**src/rtl/core/ems_pkg.sv**
```systemverilog
// Shared types, widths and codes of the ellipse mask score sum block.
// Used by every module under rtl/core; depends on nothing else.
`timescale 1ns / 1ps

package ems_pkg;

  // Default grid size of the map store.
  localparam int GRID_ROWS_DEF = 128;
  localparam int GRID_COLS_DEF = 128;

  // Field widths.
  localparam int CFG_IDX_W  = 2;
  localparam int CFG_DATA_W = 12;
  localparam int ORG_W      = 12;   // min_row, min_col
  localparam int USE_W      = 8;    // rows_in_use, cols_in_use
  localparam int PIX_W      = 7;    // pixel_row, pixel_col
  localparam int LL_W       = 16;   // fore_ll, back_ll
  localparam int CTR_W      = 16;   // centre_x, centre_y (Q12.4)
  localparam int RAD_W      = 12;   // radius_x, radius_y (Q8.4)
  localparam int DIFF_W     = 17;   // map entry, Q9.8
  localparam int SUM_W      = 32;

  // Internal widths of the walk.
  localparam int POS_W  = 14;       // integer pixel coordinate
  localparam int BND_W  = 18;       // Q.4 bound before the floor
  localparam int DEL_W  = 19;       // signed Q.4 offset from the centre
  localparam int MAG_W  = 13;       // magnitude of that offset
  localparam int GRD_W  = 15;       // grid coordinate, signed
  localparam int EFF_W  = 11;       // rows or columns in use after the clamp
  localparam int MUL_W  = 25;       // operand of the shared multiplier
  localparam int PROD_W = 2 * MUL_W;
  localparam int RSQ_W  = 24;       // radius squared
  localparam int LIM_W  = 48;       // rx^2 * ry^2

  // Register indexes of the configuration port.
  localparam logic [CFG_IDX_W-1:0] CFG_MIN_ROW     = 2'd0;
  localparam logic [CFG_IDX_W-1:0] CFG_MIN_COL     = 2'd1;
  localparam logic [CFG_IDX_W-1:0] CFG_ROWS_IN_USE = 2'd2;
  localparam logic [CFG_IDX_W-1:0] CFG_COLS_IN_USE = 2'd3;

  localparam logic [USE_W-1:0] USE_RST = 8'd128;

  // Operation codes of an input beat.
  localparam logic OP_LOAD  = 1'b0;
  localparam logic OP_QUERY = 1'b1;

  typedef struct packed {
    logic signed [ORG_W-1:0] min_row;
    logic signed [ORG_W-1:0] min_col;
    logic [USE_W-1:0]        rows_in_use;
    logic [USE_W-1:0]        cols_in_use;
  } grid_cfg_t;

  typedef struct packed {
    logic signed [CTR_W-1:0] cx;
    logic signed [CTR_W-1:0] cy;
    logic [RAD_W-1:0]        rx;
    logic [RAD_W-1:0]        ry;
  } query_t;

  typedef struct packed {
    logic start;   // a query beat is accepted
    logic take;    // the finished result moves to the output register
  } walk_ctl_t;

  typedef struct packed {
    logic busy;    // a query is in work or its result is waiting
    logic done;    // the result is ready
  } walk_sts_t;

  function automatic int addr_width(input int depth);
    return (depth > 1) ? $clog2(depth) : 1;
  endfunction

endpackage

```
**src/rtl/core/ems_mul.sv**
```systemverilog
// Shared unsigned multiplier of the ellipse walk, product registered.
// Depends on ems_pkg for the operand width.
`timescale 1ns / 1ps

module ems_mul (
  input  logic                      clk,
  input  logic [ems_pkg::MUL_W-1:0]  a,
  input  logic [ems_pkg::MUL_W-1:0]  b,
  output logic [ems_pkg::PROD_W-1:0] p
);
  import ems_pkg::*;

  always_ff @(posedge clk) begin
    p <= PROD_W'(a) * PROD_W'(b);
  end

endmodule

```
**src/rtl/core/ems_walk.sv**
```systemverilog
// Sequencer that walks the bounding box of one ellipse, tests each pixel on
// the shared multiplier and accumulates the map values. Depends on ems_pkg
// and ems_mul; reads the map store through its own read port.
`timescale 1ns / 1ps

module ems_walk #(
  parameter int GRID_ROWS = ems_pkg::GRID_ROWS_DEF,
  parameter int GRID_COLS = ems_pkg::GRID_COLS_DEF,
  parameter int AW        = ems_pkg::addr_width(GRID_ROWS * GRID_COLS)
) (
  input  logic                              clk,
  input  logic                              rst,
  input  ems_pkg::walk_ctl_t                ctl,
  input  ems_pkg::query_t                   query,
  input  ems_pkg::grid_cfg_t                cfg,
  output ems_pkg::walk_sts_t                sts,
  output logic signed [ems_pkg::SUM_W-1:0]  sum,
  output logic                              clip,
  output logic                              rd_en,
  output logic [AW-1:0]                     rd_addr,
  input  logic signed [ems_pkg::DIFF_W-1:0] rd_data
);
  import ems_pkg::*;

  localparam logic [3:0] S_IDLE = 4'd0;
  localparam logic [3:0] S_RX2  = 4'd1;
  localparam logic [3:0] S_RY2  = 4'd2;
  localparam logic [3:0] S_LIM  = 4'd3;
  localparam logic [3:0] S_LIMW = 4'd4;
  localparam logic [3:0] S_COL  = 4'd5;
  localparam logic [3:0] S_XT   = 4'd6;
  localparam logic [3:0] S_XCHK = 4'd7;
  localparam logic [3:0] S_DY2  = 4'd8;
  localparam logic [3:0] S_YT   = 4'd9;
  localparam logic [3:0] S_YCHK = 4'd10;
  localparam logic [3:0] S_ACC  = 4'd11;
  localparam logic [3:0] S_DONE = 4'd12;

  localparam logic [EFF_W-1:0] RowsMax = EFF_W'(GRID_ROWS);
  localparam logic [EFF_W-1:0] ColsMax = EFF_W'(GRID_COLS);
  localparam logic signed [SUM_W-1:0] SumMax = {1'b0, {(SUM_W-1){1'b1}}};
  localparam logic signed [SUM_W-1:0] SumMin = {1'b1, {(SUM_W-1){1'b0}}};

  logic [3:0] state;

  query_t                  q;
  logic signed [POS_W-1:0] left, right, top_y, bot_y;
  logic signed [POS_W-1:0] x, y;
  logic [RSQ_W-1:0]        rx2, ry2;
  logic [LIM_W-1:0]        lim;
  logic [PROD_W-1:0]       xt;
  logic                    in_grid;
  logic [AW-1:0]           addr;

  logic [MUL_W-1:0]  mul_a, mul_b;
  logic [PROD_W-1:0] prod;

  logic [BND_W-1:0] lo_x, hi_x, lo_y, hi_y;
  logic [DEL_W-1:0] dx, dy;
  logic [MAG_W-1:0] adx, ady;
  logic [GRD_W-1:0] gx, gy;
  logic [EFF_W-1:0] rows_eff, cols_eff;
  logic             in_grid_next;
  logic [AW-1:0]    addr_next;
  logic [PROD_W:0]  test_sum;
  logic             hit;
  logic [SUM_W:0]   acc_wide;
  logic signed [SUM_W-1:0] sum_next;

  ems_mul u_mul (
    .clk (clk),
    .a   (mul_a),
    .b   (mul_b),
    .p   (prod)
  );

  // Bounding box: floor(c - r) .. floor(c + r + 15) in Q.4, shifted down.
  always_comb begin
    lo_x = {{2{query.cx[CTR_W-1]}}, query.cx} - BND_W'(query.rx);
    hi_x = {{2{query.cx[CTR_W-1]}}, query.cx} + BND_W'(query.rx) + BND_W'(15);
    lo_y = {{2{query.cy[CTR_W-1]}}, query.cy} - BND_W'(query.ry);
    hi_y = {{2{query.cy[CTR_W-1]}}, query.cy} + BND_W'(query.ry) + BND_W'(15);
  end

  // Offsets from the centre and the grid position of the current pixel.
  always_comb begin
    dx  = {x[POS_W-1], x, 4'b0000} - {{3{q.cx[CTR_W-1]}}, q.cx};
    dy  = {y[POS_W-1], y, 4'b0000} - {{3{q.cy[CTR_W-1]}}, q.cy};
    adx = dx[DEL_W-1] ? MAG_W'(-dx) : dx[MAG_W-1:0];
    ady = dy[DEL_W-1] ? MAG_W'(-dy) : dy[MAG_W-1:0];

    gx = {x[POS_W-1], x} - {{3{cfg.min_col[ORG_W-1]}}, cfg.min_col};
    gy = {y[POS_W-1], y} - {{3{cfg.min_row[ORG_W-1]}}, cfg.min_row};
    rows_eff = (EFF_W'(cfg.rows_in_use) < RowsMax) ? EFF_W'(cfg.rows_in_use) : RowsMax;
    cols_eff = (EFF_W'(cfg.cols_in_use) < ColsMax) ? EFF_W'(cfg.cols_in_use) : ColsMax;
    in_grid_next = !gx[GRD_W-1] && !gy[GRD_W-1] &&
                   (gx[GRD_W-2:0] < (GRD_W-1)'(cols_eff)) &&
                   (gy[GRD_W-2:0] < (GRD_W-1)'(rows_eff));
    addr_next = AW'(AW'(gy[GRD_W-2:0]) * AW'(GRID_COLS) + AW'(gx[GRD_W-2:0]));
  end

  // Operand selection of the shared multiplier.
  always_comb begin
    mul_a = '0;
    mul_b = '0;
    case (state)
      S_RX2: begin
        mul_a = MUL_W'(q.rx);
        mul_b = MUL_W'(q.rx);
      end
      S_RY2: begin
        mul_a = MUL_W'(q.ry);
        mul_b = MUL_W'(q.ry);
      end
      S_LIM: begin
        mul_a = MUL_W'(rx2);
        mul_b = prod[MUL_W-1:0];
      end
      S_COL: begin
        mul_a = MUL_W'(adx);
        mul_b = MUL_W'(adx);
      end
      S_XT: begin
        mul_a = prod[MUL_W-1:0];
        mul_b = MUL_W'(ry2);
      end
      S_DY2: begin
        mul_a = MUL_W'(ady);
        mul_b = MUL_W'(ady);
      end
      S_YT: begin
        mul_a = prod[MUL_W-1:0];
        mul_b = MUL_W'(rx2);
      end
      default: begin
        mul_a = '0;
        mul_b = '0;
      end
    endcase
  end

  always_comb begin
    test_sum = {1'b0, xt} + {1'b0, prod};
    hit      = test_sum <= (PROD_W+1)'(lim);
    acc_wide = {sum[SUM_W-1], sum} + {{(SUM_W+1-DIFF_W){rd_data[DIFF_W-1]}}, rd_data};
    if (acc_wide[SUM_W] != acc_wide[SUM_W-1]) begin
      sum_next = acc_wide[SUM_W] ? SumMin : SumMax;
    end else begin
      sum_next = acc_wide[SUM_W-1:0];
    end
  end

  assign rd_en   = (state == S_YCHK) && hit && in_grid;
  assign rd_addr = addr;
  assign sts.busy = (state != S_IDLE);
  assign sts.done = (state == S_DONE);

  always_ff @(posedge clk) begin
    if (rst) begin
      state <= S_IDLE;
    end else begin
      case (state)
        S_IDLE: begin
          if (ctl.start) begin
            q     <= query;
            left  <= lo_x[BND_W-1:4];
            right <= hi_x[BND_W-1:4];
            top_y <= lo_y[BND_W-1:4];
            bot_y <= hi_y[BND_W-1:4];
            sum   <= '0;
            clip  <= 1'b0;
            if (query.rx == '0 || query.ry == '0) begin
              state <= S_DONE;
            end else begin
              state <= S_RX2;
            end
          end
        end
        S_RX2: state <= S_RY2;
        S_RY2: begin
          rx2   <= prod[RSQ_W-1:0];
          state <= S_LIM;
        end
        S_LIM: begin
          ry2   <= prod[RSQ_W-1:0];
          state <= S_LIMW;
        end
        S_LIMW: begin
          lim   <= prod[LIM_W-1:0];
          x     <= left;
          state <= S_COL;
        end
        S_COL: state <= S_XT;
        S_XT:  state <= S_XCHK;
        S_XCHK: begin
          xt <= prod;
          if (prod > PROD_W'(lim)) begin
            // No pixel of this column can be inside.
            if (x == right) begin
              state <= S_DONE;
            end else begin
              x     <= x + POS_W'(1);
              state <= S_COL;
            end
          end else begin
            y     <= top_y;
            state <= S_DY2;
          end
        end
        S_DY2: begin
          in_grid <= in_grid_next;
          addr    <= addr_next;
          state   <= S_YT;
        end
        S_YT: state <= S_YCHK;
        S_YCHK, S_ACC: begin
          if (state == S_YCHK && hit && in_grid) begin
            state <= S_ACC;
          end else begin
            if (state == S_ACC) begin
              sum <= sum_next;
            end else if (hit) begin
              clip <= 1'b1;
            end
            if (y != bot_y) begin
              y     <= y + POS_W'(1);
              state <= S_DY2;
            end else if (x != right) begin
              x     <= x + POS_W'(1);
              state <= S_COL;
            end else begin
              state <= S_DONE;
            end
          end
        end
        S_DONE: begin
          if (ctl.take) begin
            state <= S_IDLE;
          end
        end
        default: state <= S_IDLE;
      endcase
    end
  end

  a_zero_radius: assert property (@(posedge clk) disable iff (rst)
    (state == S_IDLE && ctl.start && (query.rx == '0 || query.ry == '0))
    |=> (state == S_DONE && sum == '0 && !clip))
    else $error("zero radius query did not finish empty");

  a_clip_sticky: assert property (@(posedge clk) disable iff (rst)
    (clip && state != S_IDLE) |=> clip)
    else $error("clipped flag dropped during a query");

  a_col_range: assert property (@(posedge clk) disable iff (rst)
    (state == S_COL) |-> (x >= left && x <= right))
    else $error("column left the bounding box");

  a_row_range: assert property (@(posedge clk) disable iff (rst)
    (state == S_DY2) |-> (y >= top_y && y <= bot_y))
    else $error("row left the bounding box");

endmodule

```
**config.mk**
```make
export PLATFORM = sky130hd
export DESIGN_NAME = ems_walk
export DESIGN_NICKNAME = d
export VERILOG_FILES = /design/src/rtl/core/ems_pkg.sv /design/src/rtl/core/ems_mul.sv /design/src/rtl/core/ems_walk.sv
export SDC_FILE = /design/constraint.sdc
export NUM_CORES = 2
export LEC_CHECK = 0
export ABC_AREA = 1
export BUFFER_PORTS_ARGS = -buffer_cell sky130_fd_sc_hd__buf_2
export CAP_MARGIN = 5
export CORE_MARGIN = 4
export CORE_UTILIZATION = 25
export DETAILED_ROUTE_END_ITERATION = 8
export PLACE_DENSITY = 0.48
export SYNTH_ARGS = -nofsm -noshare
export SYNTH_HDL_FRONTEND = slang
export SYNTH_SLANG_ARGS = --single-unit
```
**constraint.sdc**
```tcl
create_clock -name clk -period 22.8 [get_ports clk]
set_input_delay 4.56 -clock clk [delete_from_list [all_inputs] [get_ports clk]]
set_output_delay 4.56 -clock clk [all_outputs]
set_load 0.03 [all_outputs]
```
==> flow_summary.toml <==
[die]
die_area_um2 = 198000
die_w_um = 445
die_h_um = 445
ios = 167
rows = 159
start_util = 0.253
coreArea_um2 = 189000

[sta]
tightest_slew_ns = 1.17
tns_ns = 0
slew-limit-headroom = 0.219
setup_viol = 0
fmax_mhz = 95.2
final_hold_viol_count = 0
rsz0062_at_grt = "false"
maxSlewViolCount = 0
period_share = 0.461
fin_crit_ns = 10.50
skew_ns = 0.0691
hold_ws_ns = 0.522

[routing]
routed_wl_mm = 145
dr.pass1.iters = 5
vias_per_cell = 4.52
drc_errors = 0
wire_per_inst_um = 17.2
drtIter0Drc = 2323
drtAntennaViolNets = 0
vias = 38000

[global_route]
grt.total_usage = 0.146
grtUsageMet2 = 0.244
met3_usage = 0.0141
grt.busiest_layer = "met2"
grt_max_degree = 67
grtUsageMet1 = 0.204
antenna_found_initial = 0
overflow = 0
grt_pass1_vias = 39700
grt_pass1_wl_mm = 229

[final_layout]
antennaDiodeCount = 0
drive_gt1_frac = 0.0647
final_cells = 8414
layout.nets = 7034
regArea_um2 = 11100
multi_input_area_um2 = 31100
num-fill-cells = 20300
syn2layout_area_growth_pct = 11.9
final_area_um2 = 53300

[setup_path]
slowest_delay_ns = 0.48
crit_family = "compound AO/OA/AOI/OAI gates"
crit_chain = "ha_1 -> nand2_1 -> inv_1 -> a21oi_1 -> a21boi_0 -> o211ai_1 -> a21oi_1 -> o21ai_0 -> a21boi_0 -> o21ai_0 -> nand2_1 -> nand2_1 -> ha_1 -> nand2_1 -> inv_1 -> nand3_1 -> nor3_1 -> nand2_1 -> nor4_1 -> nand3b_1 -> nand2_1 -> nand3_1 -> inv_1 -> buf_2"
start_kind = "flop"
ff2ff_setup_slack_ns = 12.79
cp_common_cell = "nand2_1"
crit_required_ns = 18.24
r2r-end = "u_mul.p[45]"
path_class = "flop to output port"
end_kind = "output port"
crit_arrival_ns = 5.94
path_buf_inv = 4
worst_path_max_delay_cell = "dfxtp_1"
worst_r2r_path_depth = 39
worstPathMaxFanout = 8
timing.rr.start = "y[7]"

[placement]
dpl.cell_count = 8320
dp_hpwl_mm = 114
placed_cell_area_um2 = 51600
numPortBuffers = 166
gp_congestion = 0.890

[clock_tree]
cts.htree.levels = 2
clk_latency_ns = 0.66
clock-sinks = 386
cts_hold_buffers = 0
cts_root_buffer = "clkbuf_16"
cts_tree = "done"
cts-root-to-sink-buffers = 3
path_clk_slew_ns = 0.06
post_cts_buffers = 0
postCtsResizedCells = 0
cts_buffers = 50

[min_path]
min_path_cells = 2
min-delay-start = "left[1]"
worstHoldEndpoint = "x[1]"
hold_class = "flop to flop"

[synthesis]
yosysSeqAreaShare = 0.232
yosysMostFrequentCell = "inv_1"
yosys-top-cells-area = "fa_1 22%, edfxtp_1 21%, ha_1 13%"
async_flop_share = 0
ys_warn_count = 0
synth_top_area_share = 0.223
ys.flop_type = "edfxtp_1"
syn_inst = 5720
synth_edf_count = 332
synth_area_leader_cell = "fa_1"
avgSynthCellArea_um2 = 8.33
ys_seq_elements = 386
post_synth_num_cell_types = 62
synthTopCellsByCount = "1329 x inv_1, 1238 x nand2_1, 531 x fa_1"
syn-num-nets = 6877
synth_area_um2 = 47600

[power]
p_seq_frac = 0.304
power.switching_w = 0.00123
total_leakage_power_nw = 26.8
power_density_nw_per_um2 = 55.8
pwr-share-comb = 0.422
p_int_w = 0.00174
pwr-share-clk = 0.274
peakVddDrop_uv = 53.5
sw_frac_of_total = 0.415

[run_status]
outcome = "complete, no violations"

[job]
max_cap_violations = 0
how the worst max path moves through the flow:
stage,startpoint,endpoint,cells past startpoint
finish,u_mul.p[9],rd_en,24
global route,u_mul.p[9],rd_en,24
CTS,u_mul.p[9],rd_en,24
detailed placement,x[13],u_mul.p[45],41
global placement,u_mul.p[9],rd_en,24
floorplan,rst,bot_y[0],2
layout by cell type, fill, tap and decap left out, drive strengths merged, types with 17 or more instances in the layout:
master / synthesis / final
nor3: 62 / 62
a21o: 32 / 32
xnor2: 85 / 85
nand2: 1245 / 1245
a31oi: 26 / 26
fa: 531 / 531
nand3: 161 / 161
nor2: 311 / 311
dfxtp: 54 / 54
o21a: 21 / 21
ha: 509 / 509
buf: 69 / 231
inv: 1336 / 1339
xor2: 147 / 147
o21bai: 17 / 17
nand4: 39 / 39
a21oi: 333 / 333
edfxtp: 332 / 332
clkinv: 7 / 26
nor4: 25 / 25
o21ai: 171 / 171
clkbuf: 57 / 64
or2: 21 / 21
a221oi: 25 / 25
routing by layer:
| layer | routed length, um | share of wire | vias to the layer above |
|---|---|---|---|
| met4 | 3180 | 0.022 | 0 |
| li1 | - | - | 18200 |
| met5 | 0 | 0 | - |
| met2 | 66800 | 0.46 | 904 |
| met3 | 6580 | 0.045 | 162 |
| met1 | 68400 | 0.47 | 18700 |
power groups by stage:
| stage | Combinational, W | Clock [W] | Sequential, W |
|---|---|---|---|
| after CTS | 0.00126 | 0.000842 | 0.000904 |
| after global routing | 0.00142 | 0.000865 | 0.000911 |
| after global placement | 0.00125 | 0 | 0.000916 |
| after detailed placement | 0.00125 | 0 | 0.000919 |
| final | 0.00125 | 0.000816 | 0.000904 |
| after floorplan | 0.000838 | 0 | 0.000923 |
cells by family after synthesis:
group,count (synthesis),synth area share
AO/OA/AOI/OAI,718,0.0884
XOR/XNOR,232,0.0427
adder cells (fa/ha/maj),1040,0.357
buffers and inverters,1469,0.119
flip-flops,386,0.232
other,1,0.0000787
AND/OR/NAND/NOR,1874,0.161
layout make-up:
cell class                      instances  share of cell area
Multi-Input combinational cell       3865               0.583
Sequential cell                       386               0.207
Inverter                             1343              0.0946
Tap cell                             2495              0.0586
Clock buffer                           64              0.0252
Timing Repair Buffer                  231              0.0247
Clock inverter                         30             0.00667
worst min-delay path, delay by kind of cell, from the launching register on:
| kind | cells | cell delay [ns] |
|---|---|---|
| flops | 1 | 0.32 |
| simple gates | 2 | 0.10 |
sequential cells by signal, indices dropped and copies added (netlist names):
| name | count |
|---|---|
| xt | 50 |
| x | 14 |
| in_grid | 1 |
| u_mul.p | 50 |
| clip | 1 |
| rd_addr | 14 |
| right | 14 |
| y | 14 |
| q | 56 |
| left | 13 |
| sum | 32 |
| state | 4 |
| lim | 48 |
| bot_y | 14 |
| rx2 | 24 |
| ry2 | 24 |
| top_y | 13 |
metrics by stage:
step | util | power, W | setup slack [ns]
3_3_place_gp | 0.274 | 0.00216 | 12.98
6_report | 0.283 | 0.00297 | 12.30
5_1_grt | 0.283 | 0.00319 | 11.70
3_5_place_dp | 0.274 | 0.00217 | 12.93
2_1_floorplan | - | 0.00176 | 9.85
4_1_cts | 0.283 | 0.00300 | 12.19
(Power assumes the default switching activity.)
